--- src/hdl/srtf_pkg.sv ---
`timescale 1ns / 1ps
// ----------------------------------------------------------------------------
// srtf_pkg
// Shared widths, types and defaults for the SRTF scheduler.
// ----------------------------------------------------------------------------
package srtf_pkg;

  localparam int unsigned MaxProcessesDef = 16;
  localparam int unsigned DataW           = 16;  // arrival / burst / remaining
  localparam int unsigned TimeW           = 23;  // simulation tick
  localparam int unsigned JobIdxW         = 6;   // job_index port width

  // One RAM word per job.
  typedef struct packed {
    logic [DataW-1:0] arrival;
    logic [DataW-1:0] burst;
    logic [DataW-1:0] remaining;
  } job_t;

  localparam int unsigned JobW = $bits(job_t);

  // Completion request from the controller to the result stage.
  typedef struct packed {
    logic               valid;
    logic [JobIdxW-1:0] idx;
    logic [TimeW-1:0]   completion;
    logic [DataW-1:0]   arrival;
    logic [DataW:0]     arr_bur;  // arrival + burst
    logic               last;
  } res_req_t;

endpackage

--- src/hdl/srtf_ram.sv ---
`timescale 1ns / 1ps
// ----------------------------------------------------------------------------
// srtf_ram
// Generic single-write, single-read RAM with registered read data.
// ----------------------------------------------------------------------------
module srtf_ram #(
  parameter int unsigned Width = 8,
  parameter int unsigned Depth = 16,
  localparam int unsigned AddrW = (Depth > 1) ? $clog2(Depth) : 1
) (
  input  logic             clk_i,
  input  logic             we_i,
  input  logic [AddrW-1:0] waddr_i,
  input  logic [Width-1:0] wdata_i,
  input  logic [AddrW-1:0] raddr_i,
  output logic [Width-1:0] rdata_o
);

  logic [Width-1:0] mem_q [Depth];

  always_ff @(posedge clk_i) begin
    if (we_i) begin
      mem_q[waddr_i] <= wdata_i;
    end
    rdata_o <= mem_q[raddr_i];
  end

endmodule

--- src/hdl/srtf_ctrl.sv ---
`timescale 1ns / 1ps
// ----------------------------------------------------------------------------
// srtf_ctrl
// Job loader and event-driven SRTF sequencer over the job RAM.
// ----------------------------------------------------------------------------
module srtf_ctrl
  import srtf_pkg::*;
#(
  parameter int unsigned MaxProcesses = MaxProcessesDef,
  localparam int unsigned IdxW = (MaxProcesses > 1) ? $clog2(MaxProcesses) : 1,
  localparam int unsigned CntW = $clog2(MaxProcesses + 1)
) (
  input  logic             clk_i,
  input  logic             rst_ni,
  input  logic             start,
  input  logic [DataW-1:0] arrival_i,
  input  logic [DataW-1:0] burst_i,
  input  logic             last_job_i,
  output logic             busy,
  // RAM port
  output logic             ram_we_o,
  output logic [IdxW-1:0]  ram_waddr_o,
  output job_t             ram_wdata_o,
  output logic [IdxW-1:0]  ram_raddr_o,
  input  job_t             ram_rdata_i,
  // completion request
  output res_req_t         res_o
);

  typedef enum logic [1:0] {
    StIdle,
    StScan,
    StUpdate
  } state_e;

  state_e           state_q, state_d;
  logic [CntW-1:0]  job_cnt_q, job_cnt_d;
  logic [CntW-1:0]  done_cnt_q, done_cnt_d;
  logic [TimeW-1:0] time_q, time_d;
  logic [CntW-1:0]  scan_cnt_q, scan_cnt_d;
  logic             rd_vld_q, rd_vld_d;
  logic [CntW-1:0]  rd_idx_q, rd_idx_d;
  // scan accumulators
  logic             found_q, found_d;
  logic [IdxW-1:0]  pick_q, pick_d;
  logic [DataW-1:0] best_rem_q, best_rem_d;
  logic [DataW-1:0] pick_arr_q, pick_arr_d;
  logic [DataW-1:0] pick_bur_q, pick_bur_d;
  logic             have_next_q, have_next_d;
  logic [DataW-1:0] next_arr_q, next_arr_d;

  logic [DataW-1:0] bur_sat;
  logic [TimeW-1:0] gap;
  logic [DataW-1:0] run_len;
  logic [DataW-1:0] new_rem;
  logic [TimeW-1:0] time_run;

  assign busy        = (state_q != StIdle);
  assign ram_raddr_o = scan_cnt_q[IdxW-1:0];
  assign bur_sat     = (burst_i == '0) ? DataW'(1) : burst_i;

  // run until the pick finishes or the next arrival, whichever is first
  assign gap      = TimeW'(next_arr_q) - time_q;
  assign run_len  = (have_next_q && (gap < TimeW'(best_rem_q))) ? gap[DataW-1:0] : best_rem_q;
  assign new_rem  = best_rem_q - run_len;
  assign time_run = time_q + TimeW'(run_len);

  always_comb begin
    state_d     = state_q;
    job_cnt_d   = job_cnt_q;
    done_cnt_d  = done_cnt_q;
    time_d      = time_q;
    scan_cnt_d  = scan_cnt_q;
    rd_vld_d    = 1'b0;
    rd_idx_d    = rd_idx_q;
    found_d     = found_q;
    pick_d      = pick_q;
    best_rem_d  = best_rem_q;
    pick_arr_d  = pick_arr_q;
    pick_bur_d  = pick_bur_q;
    have_next_d = have_next_q;
    next_arr_d  = next_arr_q;
    ram_we_o    = 1'b0;
    ram_waddr_o = job_cnt_q[IdxW-1:0];
    ram_wdata_o = '{arrival: arrival_i, burst: bur_sat, remaining: bur_sat};
    res_o       = '{valid: 1'b0, idx: JobIdxW'(pick_q), completion: time_run,
                    arrival: pick_arr_q,
                    arr_bur: (DataW+1)'(pick_arr_q) + (DataW+1)'(pick_bur_q),
                    last: 1'b0};

    unique case (state_q)
      StIdle: begin
        if (start) begin
          if (job_cnt_q < CntW'(MaxProcesses)) begin
            ram_we_o  = 1'b1;
            job_cnt_d = job_cnt_q + CntW'(1);
          end
          if (last_job_i) begin
            state_d     = StScan;
            time_d      = '0;
            done_cnt_d  = '0;
            scan_cnt_d  = '0;
            found_d     = 1'b0;
            have_next_d = 1'b0;
          end
        end
      end

      StScan: begin
        if (scan_cnt_q < job_cnt_q) begin
          rd_vld_d   = 1'b1;
          rd_idx_d   = scan_cnt_q;
          scan_cnt_d = scan_cnt_q + CntW'(1);
        end
        if (rd_vld_q) begin
          if (ram_rdata_i.remaining != '0) begin
            if (TimeW'(ram_rdata_i.arrival) <= time_q) begin
              if (!found_q || (ram_rdata_i.remaining < best_rem_q)) begin
                found_d    = 1'b1;
                pick_d     = rd_idx_q[IdxW-1:0];
                best_rem_d = ram_rdata_i.remaining;
                pick_arr_d = ram_rdata_i.arrival;
                pick_bur_d = ram_rdata_i.burst;
              end
            end else if (!have_next_q || (ram_rdata_i.arrival < next_arr_q)) begin
              have_next_d = 1'b1;
              next_arr_d  = ram_rdata_i.arrival;
            end
          end
          if (rd_idx_q == job_cnt_q - CntW'(1)) begin
            state_d = StUpdate;
          end
        end
      end

      StUpdate: begin
        state_d     = StScan;
        scan_cnt_d  = '0;
        found_d     = 1'b0;
        have_next_d = 1'b0;
        if (!found_q) begin
          // idle ticks up to the next arrival
          time_d = TimeW'(next_arr_q);
        end else begin
          time_d      = time_run;
          ram_we_o    = 1'b1;
          ram_waddr_o = pick_q;
          ram_wdata_o = '{arrival: pick_arr_q, burst: pick_bur_q, remaining: new_rem};
          if (new_rem == '0) begin
            res_o.valid = 1'b1;
            done_cnt_d  = done_cnt_q + CntW'(1);
            if (done_cnt_q + CntW'(1) == job_cnt_q) begin
              res_o.last = 1'b1;
              state_d    = StIdle;
              job_cnt_d  = '0;
              done_cnt_d = '0;
              time_d     = '0;
            end
          end
        end
      end

      default: state_d = StIdle;
    endcase
  end

  always_ff @(posedge clk_i or negedge rst_ni) begin
    if (!rst_ni) begin
      state_q     <= StIdle;
      job_cnt_q   <= '0;
      done_cnt_q  <= '0;
      time_q      <= '0;
      scan_cnt_q  <= '0;
      rd_vld_q    <= 1'b0;
      rd_idx_q    <= '0;
      found_q     <= 1'b0;
      pick_q      <= '0;
      best_rem_q  <= '0;
      pick_arr_q  <= '0;
      pick_bur_q  <= '0;
      have_next_q <= 1'b0;
      next_arr_q  <= '0;
    end else begin
      state_q     <= state_d;
      job_cnt_q   <= job_cnt_d;
      done_cnt_q  <= done_cnt_d;
      time_q      <= time_d;
      scan_cnt_q  <= scan_cnt_d;
      rd_vld_q    <= rd_vld_d;
      rd_idx_q    <= rd_idx_d;
      found_q     <= found_d;
      pick_q      <= pick_d;
      best_rem_q  <= best_rem_d;
      pick_arr_q  <= pick_arr_d;
      pick_bur_q  <= pick_bur_d;
      have_next_q <= have_next_d;
      next_arr_q  <= next_arr_d;
    end
  end

endmodule

--- src/hdl/srtf_result.sv ---
`timescale 1ns / 1ps
// ----------------------------------------------------------------------------
// srtf_result
// Two-stage result pipe: captures a completion, then forms turnaround and
// waiting times and drives the one-cycle result strobe.
// ----------------------------------------------------------------------------
module srtf_result
  import srtf_pkg::*;
(
  input  logic               clk_i,
  input  logic               rst_ni,
  input  res_req_t           res_i,
  output logic               done_o,
  output logic [JobIdxW-1:0] job_index_o,
  output logic [TimeW-1:0]   completion_o,
  output logic [TimeW-1:0]   turnaround_o,
  output logic [TimeW-1:0]   waiting_o,
  output logic               last_result_o
);

  res_req_t pend_q;

  always_ff @(posedge clk_i or negedge rst_ni) begin
    if (!rst_ni) begin
      pend_q <= '0;
      done_o <= 1'b0;
    end else begin
      pend_q <= res_i;
      done_o <= pend_q.valid;
    end
  end

  always_ff @(posedge clk_i) begin
    job_index_o   <= pend_q.idx;
    completion_o  <= pend_q.completion;
    turnaround_o  <= pend_q.completion - TimeW'(pend_q.arrival);
    waiting_o     <= pend_q.completion - TimeW'(pend_q.arr_bur);
    last_result_o <= pend_q.last;
  end

endmodule

--- src/hdl/srtf_scheduler.sv ---
`timescale 1ns / 1ps
// ----------------------------------------------------------------------------
// srtf_scheduler
// Preemptive shortest-remaining-time-first scheduler over a job RAM.
// ----------------------------------------------------------------------------
// Loading: one job per cycle, busy stays low until the last_job request.
// Run: one pass over the job RAM per event (arrival or preemption/finish),
//   reading one loaded job at a time, since the RAM has one read port; a run
//   takes at most about 2N passes. Result strobes are registered in srtf_result.
// Results cannot be stalled: done_o is high for exactly one cycle each.
// Reset (rst_ni low, async) empties the job set; RAM contents are not cleared.
// ----------------------------------------------------------------------------
module srtf_scheduler
  import srtf_pkg::*;
#(
  parameter int unsigned MAX_PROCESSES = MaxProcessesDef
) (
  input  logic               clk_i,
  input  logic               rst_ni,
  // request side
  input  logic               start,
  output logic               busy,
  input  logic [DataW-1:0]   arrival_i,
  input  logic [DataW-1:0]   burst_i,
  input  logic               last_job_i,
  // result side
  output logic               done_o,
  output logic [JobIdxW-1:0] job_index_o,
  output logic [TimeW-1:0]   completion_o,
  output logic [TimeW-1:0]   turnaround_o,
  output logic [TimeW-1:0]   waiting_o,
  output logic               last_result_o
);

  localparam int unsigned IdxW = (MAX_PROCESSES > 1) ? $clog2(MAX_PROCESSES) : 1;

  // Job RAM: one word per job, {arrival, burst, remaining}. The sequencer
  // reads every loaded entry per pass and writes back only the picked job.
  logic            ram_we;
  logic [IdxW-1:0] ram_waddr;
  job_t            ram_wdata;
  logic [IdxW-1:0] ram_raddr;
  job_t            ram_rdata;
  res_req_t        res_req;

  srtf_ram #(
    .Width (JobW),
    .Depth (MAX_PROCESSES)
  ) u_job_ram (
    .clk_i   (clk_i),
    .we_i    (ram_we),
    .waddr_i (ram_waddr),
    .wdata_i (ram_wdata),
    .raddr_i (ram_raddr),
    .rdata_o (ram_rdata)
  );

  // Loader and scheduler: min-remaining search among arrived jobs (ties to
  // lowest index) plus nearest future arrival, then one run/idle step.
  srtf_ctrl #(
    .MaxProcesses (MAX_PROCESSES)
  ) u_ctrl (
    .clk_i       (clk_i),
    .rst_ni      (rst_ni),
    .start       (start),
    .arrival_i   (arrival_i),
    .burst_i     (burst_i),
    .last_job_i  (last_job_i),
    .busy        (busy),
    .ram_we_o    (ram_we),
    .ram_waddr_o (ram_waddr),
    .ram_wdata_o (ram_wdata),
    .ram_raddr_o (ram_raddr),
    .ram_rdata_i (ram_rdata),
    .res_o       (res_req)
  );

  // Turnaround and waiting times, registered onto the result ports.
  srtf_result u_result (
    .clk_i         (clk_i),
    .rst_ni        (rst_ni),
    .res_i         (res_req),
    .done_o        (done_o),
    .job_index_o   (job_index_o),
    .completion_o  (completion_o),
    .turnaround_o  (turnaround_o),
    .waiting_o     (waiting_o),
    .last_result_o (last_result_o)
  );

endmodule
--- config.mk ---
export PLATFORM = sky130hd
export DESIGN_NAME = srtf_scheduler
export DESIGN_NICKNAME = d
export VERILOG_FILES = /design/src/hdl/srtf_pkg.sv /design/src/hdl/srtf_ram.sv /design/src/hdl/srtf_ctrl.sv /design/src/hdl/srtf_result.sv /design/src/hdl/srtf_scheduler.sv
export SDC_FILE = /design/constraint.sdc
export NUM_CORES = 1
export LEC_CHECK = 0
export CORE_ASPECT_RATIO = 0.7
export CORE_UTILIZATION = 37
export CTS_CLUSTER_SIZE = 8
export DETAILED_ROUTE_END_ITERATION = 7
export DONT_BUFFER_PORTS = 1
export PLACE_DENSITY = 0.55
export SLEW_MARGIN = 15
export SYNTH_ARGS = -nofsm -noshare
export SYNTH_HDL_FRONTEND = slang
export SYNTH_SLANG_ARGS = --single-unit
--- constraint.sdc ---
create_clock -name clk_i -period 19.6 [get_ports clk_i]
set_input_delay 0.98 -clock clk_i [delete_from_list [all_inputs] [get_ports clk_i]]
set_output_delay 0.98 -clock clk_i [all_outputs]
set_load 0.05 [all_outputs]
Word level (Yosys, flattened, before mapping):

Memories as Yosys holds them, arrays and structs flattened. A register that Yosys moved wholly into a read port is not among the register bits.
Index checks and enable logic that the tools add are counted.

* reductions and logical operators: 22
* muxes and demuxes: 61
* $add $sub $neg: 10
* equality and inequality tests: 18
* bitwise logic cells: 1
* order comparisons: 6

Operator list (count)
* 2-to-1 mux 23 bit: 5
* 2-to-1 mux 48 bit: 2
* 2-to-1 mux 5 bit: 11
* one-hot mux 23 bit (2 select lines): 1
* zero test 16 bit: 2
* < comparator 16 bit: 2
* 2-to-1 mux 16 bit: 2
* 2-to-1 mux 1 bit: 25
* adder 23 x 16 -> 23 bit: 1
* <= comparator 16 x 23 -> 1 bit: 1
* < comparator 23 x 16 -> 1 bit: 1
* subtractor 16 x 23 -> 23 bit: 1
* subtractor 23 x 16 -> 23 bit: 1
* subtractor 23 x 17 -> 23 bit: 1
* != test 2 x 1 -> 1 bit (second input constant): 11
* one-hot mux 5 bit (2 select lines): 2
* adder 16 x 16 -> 17 bit: 1
* nonzero test 16 bit: 1
* subtractor 16 bit: 1
* adder 5 x 1 -> 5 bit (second input constant): 3
* one-hot mux 5 bit (3 select lines): 1
* AND reduction 5 bit: 3
* AND reduction 7 bit: 2
* 2-to-1 mux 2 bit: 6
* 22 further kinds: 31

* flip-flop bits (word level): 253
* memories kept: 1
* word-level logic and storage cells: 145
* RAM bits: 768
* input port bits: 36

Memory list
* u_job_ram.mem_q: words 16, width 48, read ports 1, clocked after Yosys merged registers in 1, wr ports 1, line srtf_ram.sv:19 `logic [Width-1:0] mem_q [Depth];`

Longest topological paths before layout:

* depth in word-level cells: 9
* mapped depth: 35
* depth with buffers taken out: 33

Hierarchy:

From an unflattened synthesis, not the netlist that was laid out.

* cells, all modules: 2950
* area total of the unflattened synthesis: 45503.6 sq um

Modules (own cells, without submodules)
* srtf_ram: times used 1, cells an instance 1242, area an instance 29694.7 sq um
* srtf_ctrl: times used 1, cells an instance 1266, area an instance 10615.2 sq um
* srtf_result: times used 1, cells an instance 442, area an instance 5193.7 sq um

Least setup slack after synthesis:

No wires, ideal clock.

* kind: register to register
* from: reg u_ctrl.next_arr_q[8]
* to: reg u_ctrl.time_q[10]
* stages on the path, launching flop included: 32
* slack: 12538 ps
* path buffers: 2
* period minus slack after synthesis: 7062 ps
* library setup time: 120 ps
* data arrival time: 6942 ps
* required time: 19480 ps
* path through: dfrtp_1 -> ha_1 -> and3_1 -> a221o_1 -> a21o_1 -> or2_2 -> a21oi_1 -> xnor2_1 -> ha_1 -> nand2_1 -> o21ai_0 -> nand2_1 -> nand4_1 -> nor4_1 -> nand4_1 -> nor3_1 -> clkbuf_1 -> mux2i_1 -> ha_1 -> inv_1 -> fa_1 -> a211oi_1 -> o21bai_1 -> a31oi_1 -> xor2_1 -> nor4bb_1 -> nand4bb_1 -> or4_1 -> nor2_1 -> nand2_1 -> clkbuf_1 -> a31o_2

* word-level cells in the longest chain between the ends: 9

Ends and longest elaborated chain
* start, declared: line srtf_ctrl.sv:50 `logic [DataW-1:0] next_arr_q, next_arr_d;`
* start signal, assigned: line srtf_ctrl.sv:197 `next_arr_q <= next_arr_d;`
* subtractor 16 x 23 -> 23 bit (*): line srtf_ctrl.sv:63 `assign gap = TimeW'(next_arr_q) - time_q;`
* < comparator 23 x 16 -> 1 bit: line srtf_ctrl.sv:64 `assign run_len = (have_next_q && (gap < TimeW'(best_rem_q))) ? gap[DataW-1:0] : best_rem_q;`
* logical AND 1 bit: line srtf_ctrl.sv:64
* 2-to-1 mux 16 bit (*): line srtf_ctrl.sv:64
* subtractor 16 bit or adder 23 x 16 -> 23 bit (tied branches): line srtf_ctrl.sv:65, srtf_ctrl.sv:66
* zero test 16 bit or 2-to-1 mux 23 bit (tied branches): line srtf_ctrl.sv:149, srtf_ctrl.sv:152
* 2-to-1 mux 23 bit (*): line srtf_ctrl.sv:149 `if (new_rem == '0) begin`
* 2-to-1 mux 23 bit (*): line srtf_ctrl.sv:141 `if (!found_q) begin`
* one-hot mux 23 bit (2 select lines) (*): line srtf_ctrl.sv:91 `unique case (state_q)`
* end signal, assigned: line srtf_ctrl.sv:187 `time_q <= time_d;`
* end, declared: line srtf_ctrl.sv:39 `logic [TimeW-1:0] time_q, time_d;`

Mark *: on every way between the ends. The rest lies on a longest branch, timed or not.
A chain may end at the register's enable or synchronous reset.

Worst setup path after layout:

* from: reg u_ctrl.next_arr_q[0]
* to: reg u_ctrl.time_q[5]

The elaborated chain is that of the path after synthesis.

==> impl_metrics.json <==
{
  "fmax_ghz": 0.122,
  "syn_area_per_cell_sq_um": 16.0,
  "cap_violations": 0,
  "synth.cells.most_frequent": "edfxtp_1, mux4_2, nand2_1",
  "post_drt_via_cell_ratio": 5.48,
  "powerDensity_mw_per_mm2": 182,
  "syn_inst": 2823,
  "grt.overflow.total": 0,
  "status": "finished clean",
  "arrival_ps": 8840,
  "die_area_sq_mm": 0.124,
  "grt_pass1_wl_microns": 177000,
  "dp_hpwl_microns": 72900,
  "cts_made_buffers": 151,
  "setup_viol": 0,
  "required_ps": 20230,
  "synth_most_common_cell": "edfxtp_1",
  "final_hold_viol_count": 0,
  "synth_seq_cells": 1069,
  "fin_skew_ps": 33.9,
  "track_usage": 0.197,
  "maxSlewHeadroom": 0.269,
  "reg2reg_slack_ps": 11380,
  "hold_path_class": "in2async",
  "vias": 25500,
  "ant_nets": 0,
  "crit_buf_inv": 4,
  "crit_family": "compound AO/OA/AOI/OAI gates",
  "finalNetCount": 3128,
  "synth_area_leaders": "edfxtp_1, mux4_2, dfrtp_1",
  "yosysWarningCount": 0,
  "insertion_delay_ps": 760,
  "layout-drive-gt1-share": 0.191,
  "cts.sinks": 1069,
  "htree_levels": 4,
  "slew_violations": 0,
  "numPortBuffers": 0,
  "cp-startpoint": "u_ctrl.next_arr_q[0]",
  "synthesis.area_sq_mm": 0.0452,
  "rsz0062_at_grt": "false",
  "synth_top_cell_area_share": 0.510,
  "ios": 114,
  "startpoint_type": "flip-flop",
  "drc": 0,
  "postCtsSetupRepairBufs": 0,
  "drt_iter0_drc": 2689,
  "critPathKind": "reg2reg",
  "irDropWorstVdd_mv": 0.122,
  "area_growth_pct": 14.7,
  "first_global_vias": 26000,
  "start_util": 0.376,
  "total_power_mw": 9.46,
  "setup_tns_ps": 0,
  "antenna_found_initial": 8,
  "final_util": 0.431,
  "crit_fanout": 31,
  "ys_types": 76,
  "cts_tree": "done",
  "p_leak_nw": 18.4,
  "cts_buffer_depth": 3,
  "drtPass1Iterations": 6,
  "finalCriticalPeriod_ps": 8220,
  "nFillCells": 10600,
  "drt-wirelength-per-cell_microns": 25.6,
  "die_w_microns": 420,
  "grt_max_degree": 180,
  "timing.hold.ws_ps": 227,
  "slowest_delay_ps": 440,
  "std_cell_rows": 106,
  "synthArstFlopShare": 0.167,
  "fin_crit_sh": 0.419,
  "gp_congestion": 0.885,
  "path_clk_slew_ps": 60,
  "synth-edff-count": 768,
  "r2r_start": "u_ctrl.next_arr_q[0]",
  "end_kind": "flip-flop",
  "yosysSeqAreaShare": 0.663,
  "worst_pin_slew_ps": 1090,
  "dieHeight_microns": 295,
  "coreArea_sq_mm": 0.120,
  "cpMaxStageDelayCell": "fa_1",
  "synth_ff_type": "edfxtp_1",
  "synth.largest_area_cell": "edfxtp_1",
  "wl_microns": 119000,
  "root_buffer": "clkbuf_16"
}
## worst paths after layout
path | to | cells past startpoint
setup / recovery | u_ctrl.time_q[5] | 33
hold / removal | u_result.pend_q[2] | 1
setup reg to reg | u_ctrl.time_q[5] | 33
hold reg to reg | u_result.job_index_o[3] | 0
max in group asynchronous | u_ctrl.scan_cnt_q[3] | 1
min in group clk_i | u_result.job_index_o[3] | 0
## final cells by class
| class | instances | area, sq um | share of cell area |
|---|---|---|---|
| Antenna cell | 1 | 2.50 | 0.0000482 |
| Clock buffer | 256 | 4170 | 0.0804 |
| Clock inverter | 16 | 303 | 0.00584 |
| Inverter | 154 | 578 | 0.0111 |
| Multi-Input combinational cell | 1500 | 14400 | 0.278 |
| Sequential cell | 1069 | 30000 | 0.578 |
| Tap cell | 1620 | 2030 | 0.0391 |
| Timing Repair Buffer | 45 | 370 | 0.00714 |
## where the power goes
group	switching (mW)	internal (mW)	leakage, nW
Clock	0.996	1.45	2.12
Combinational	1.92	1.59	6.20
Sequential	0.675	2.82	10.1
Total	3.59	5.87	18.4
## per-layer routing
metal / up-vias / track usage / share of wire
met4: 4 / 0.0591 / 0.023
li1: 11100 / - / -
met2: 961 / 0.286 / 0.44
met3: 182 / 0.0402 / 0.078
met1: 13300 / 0.296 / 0.46
met5: - / 0 / 0.00018
## registers in the layout (all words and copies together) (netlist names), 2 cells and up
register               flops
u_ctrl.best_rem_q         16
u_ctrl.done_cnt_q          5
u_ctrl.job_cnt_q           5
u_ctrl.next_arr_q         16
u_ctrl.pick_arr_q         16
u_ctrl.pick_bur_q         16
u_ctrl.pick_q              4
u_ctrl.rd_idx_q            5
u_ctrl.scan_cnt_q          5
u_ctrl.state_q             2
u_ctrl.time_q             23
u_job_ram.mem_q          768
u_job_ram.rdata_o         48
u_result.completion_o     23
u_result.job_index_o       4
u_result.pend_q           62
u_result.turnaround_o     23
u_result.waiting_o        23
## cells in the final DEF, fill, tap and decap left out, types with 25 or more instances in the layout
cell type,synthesis,routed
ha_1,165,165
inv_1,152,152
a21oi_1,79,78
a21o_1,36,36
o21ai_0,96,96
nand2_1,212,210
a31oi_1,25,25
clkbuf_16,0,151
nand3_1,43,43
mux2_2,67,67
clkbuf_1,73,105
nor3_1,36,35
dfxtp_1,122,122
xnor2_1,74,74
xor2_1,29,29
nor2_1,124,106
mux4_2,240,240
dfrtp_1,179,175
edfxtp_1,768,768
buf_4,2,43
## through the flow
step	instances	instance area, sq um	setup slack, ps
2_1_floorplan	2824	45200	12540
3_3_place_gp	4387	47400	11250
3_5_place_dp	4387	47400	11460
4_1_cts	4660	51900	11440
5_1_grt	4660	51900	10800
6_report	4661	51900	11380
## cell families (layout without fill, tap and decap cells)
logic type / after synthesis / count (layout) / share of synthesized area
buf+inv: 255 / 471 / 0.0214
simple gates: 537 / 537 / 0.0552
compound gates: 372 / 372 / 0.0537
mux: 313 / 313 / 0.138
fa+ha+maj: 171 / 171 / 0.0483
xor+xnor: 105 / 105 / 0.0208
other cells: 1 / 3 / 0.0000829
flops: 1069 / 1069 / 0.663
## worst register-to-register path, delay by kind of cell, from the launching register on
kind            cells  cell delay (ps)
flops               1              390
mux                 1              340
simple gates       10             2420
compound gates     11             2440
fa+ha+maj           5             1590
xor+xnor            2              430
buf+inv             4              500
## timing repair
action,4_1_cts,5_1_grt
hold endpoints to repair,179,0
endpoints found under the setup margin,0,0
gates resized for setup,0,0
hold buffers,1,0
Note: power is estimated with default switching activity, not from simulation.
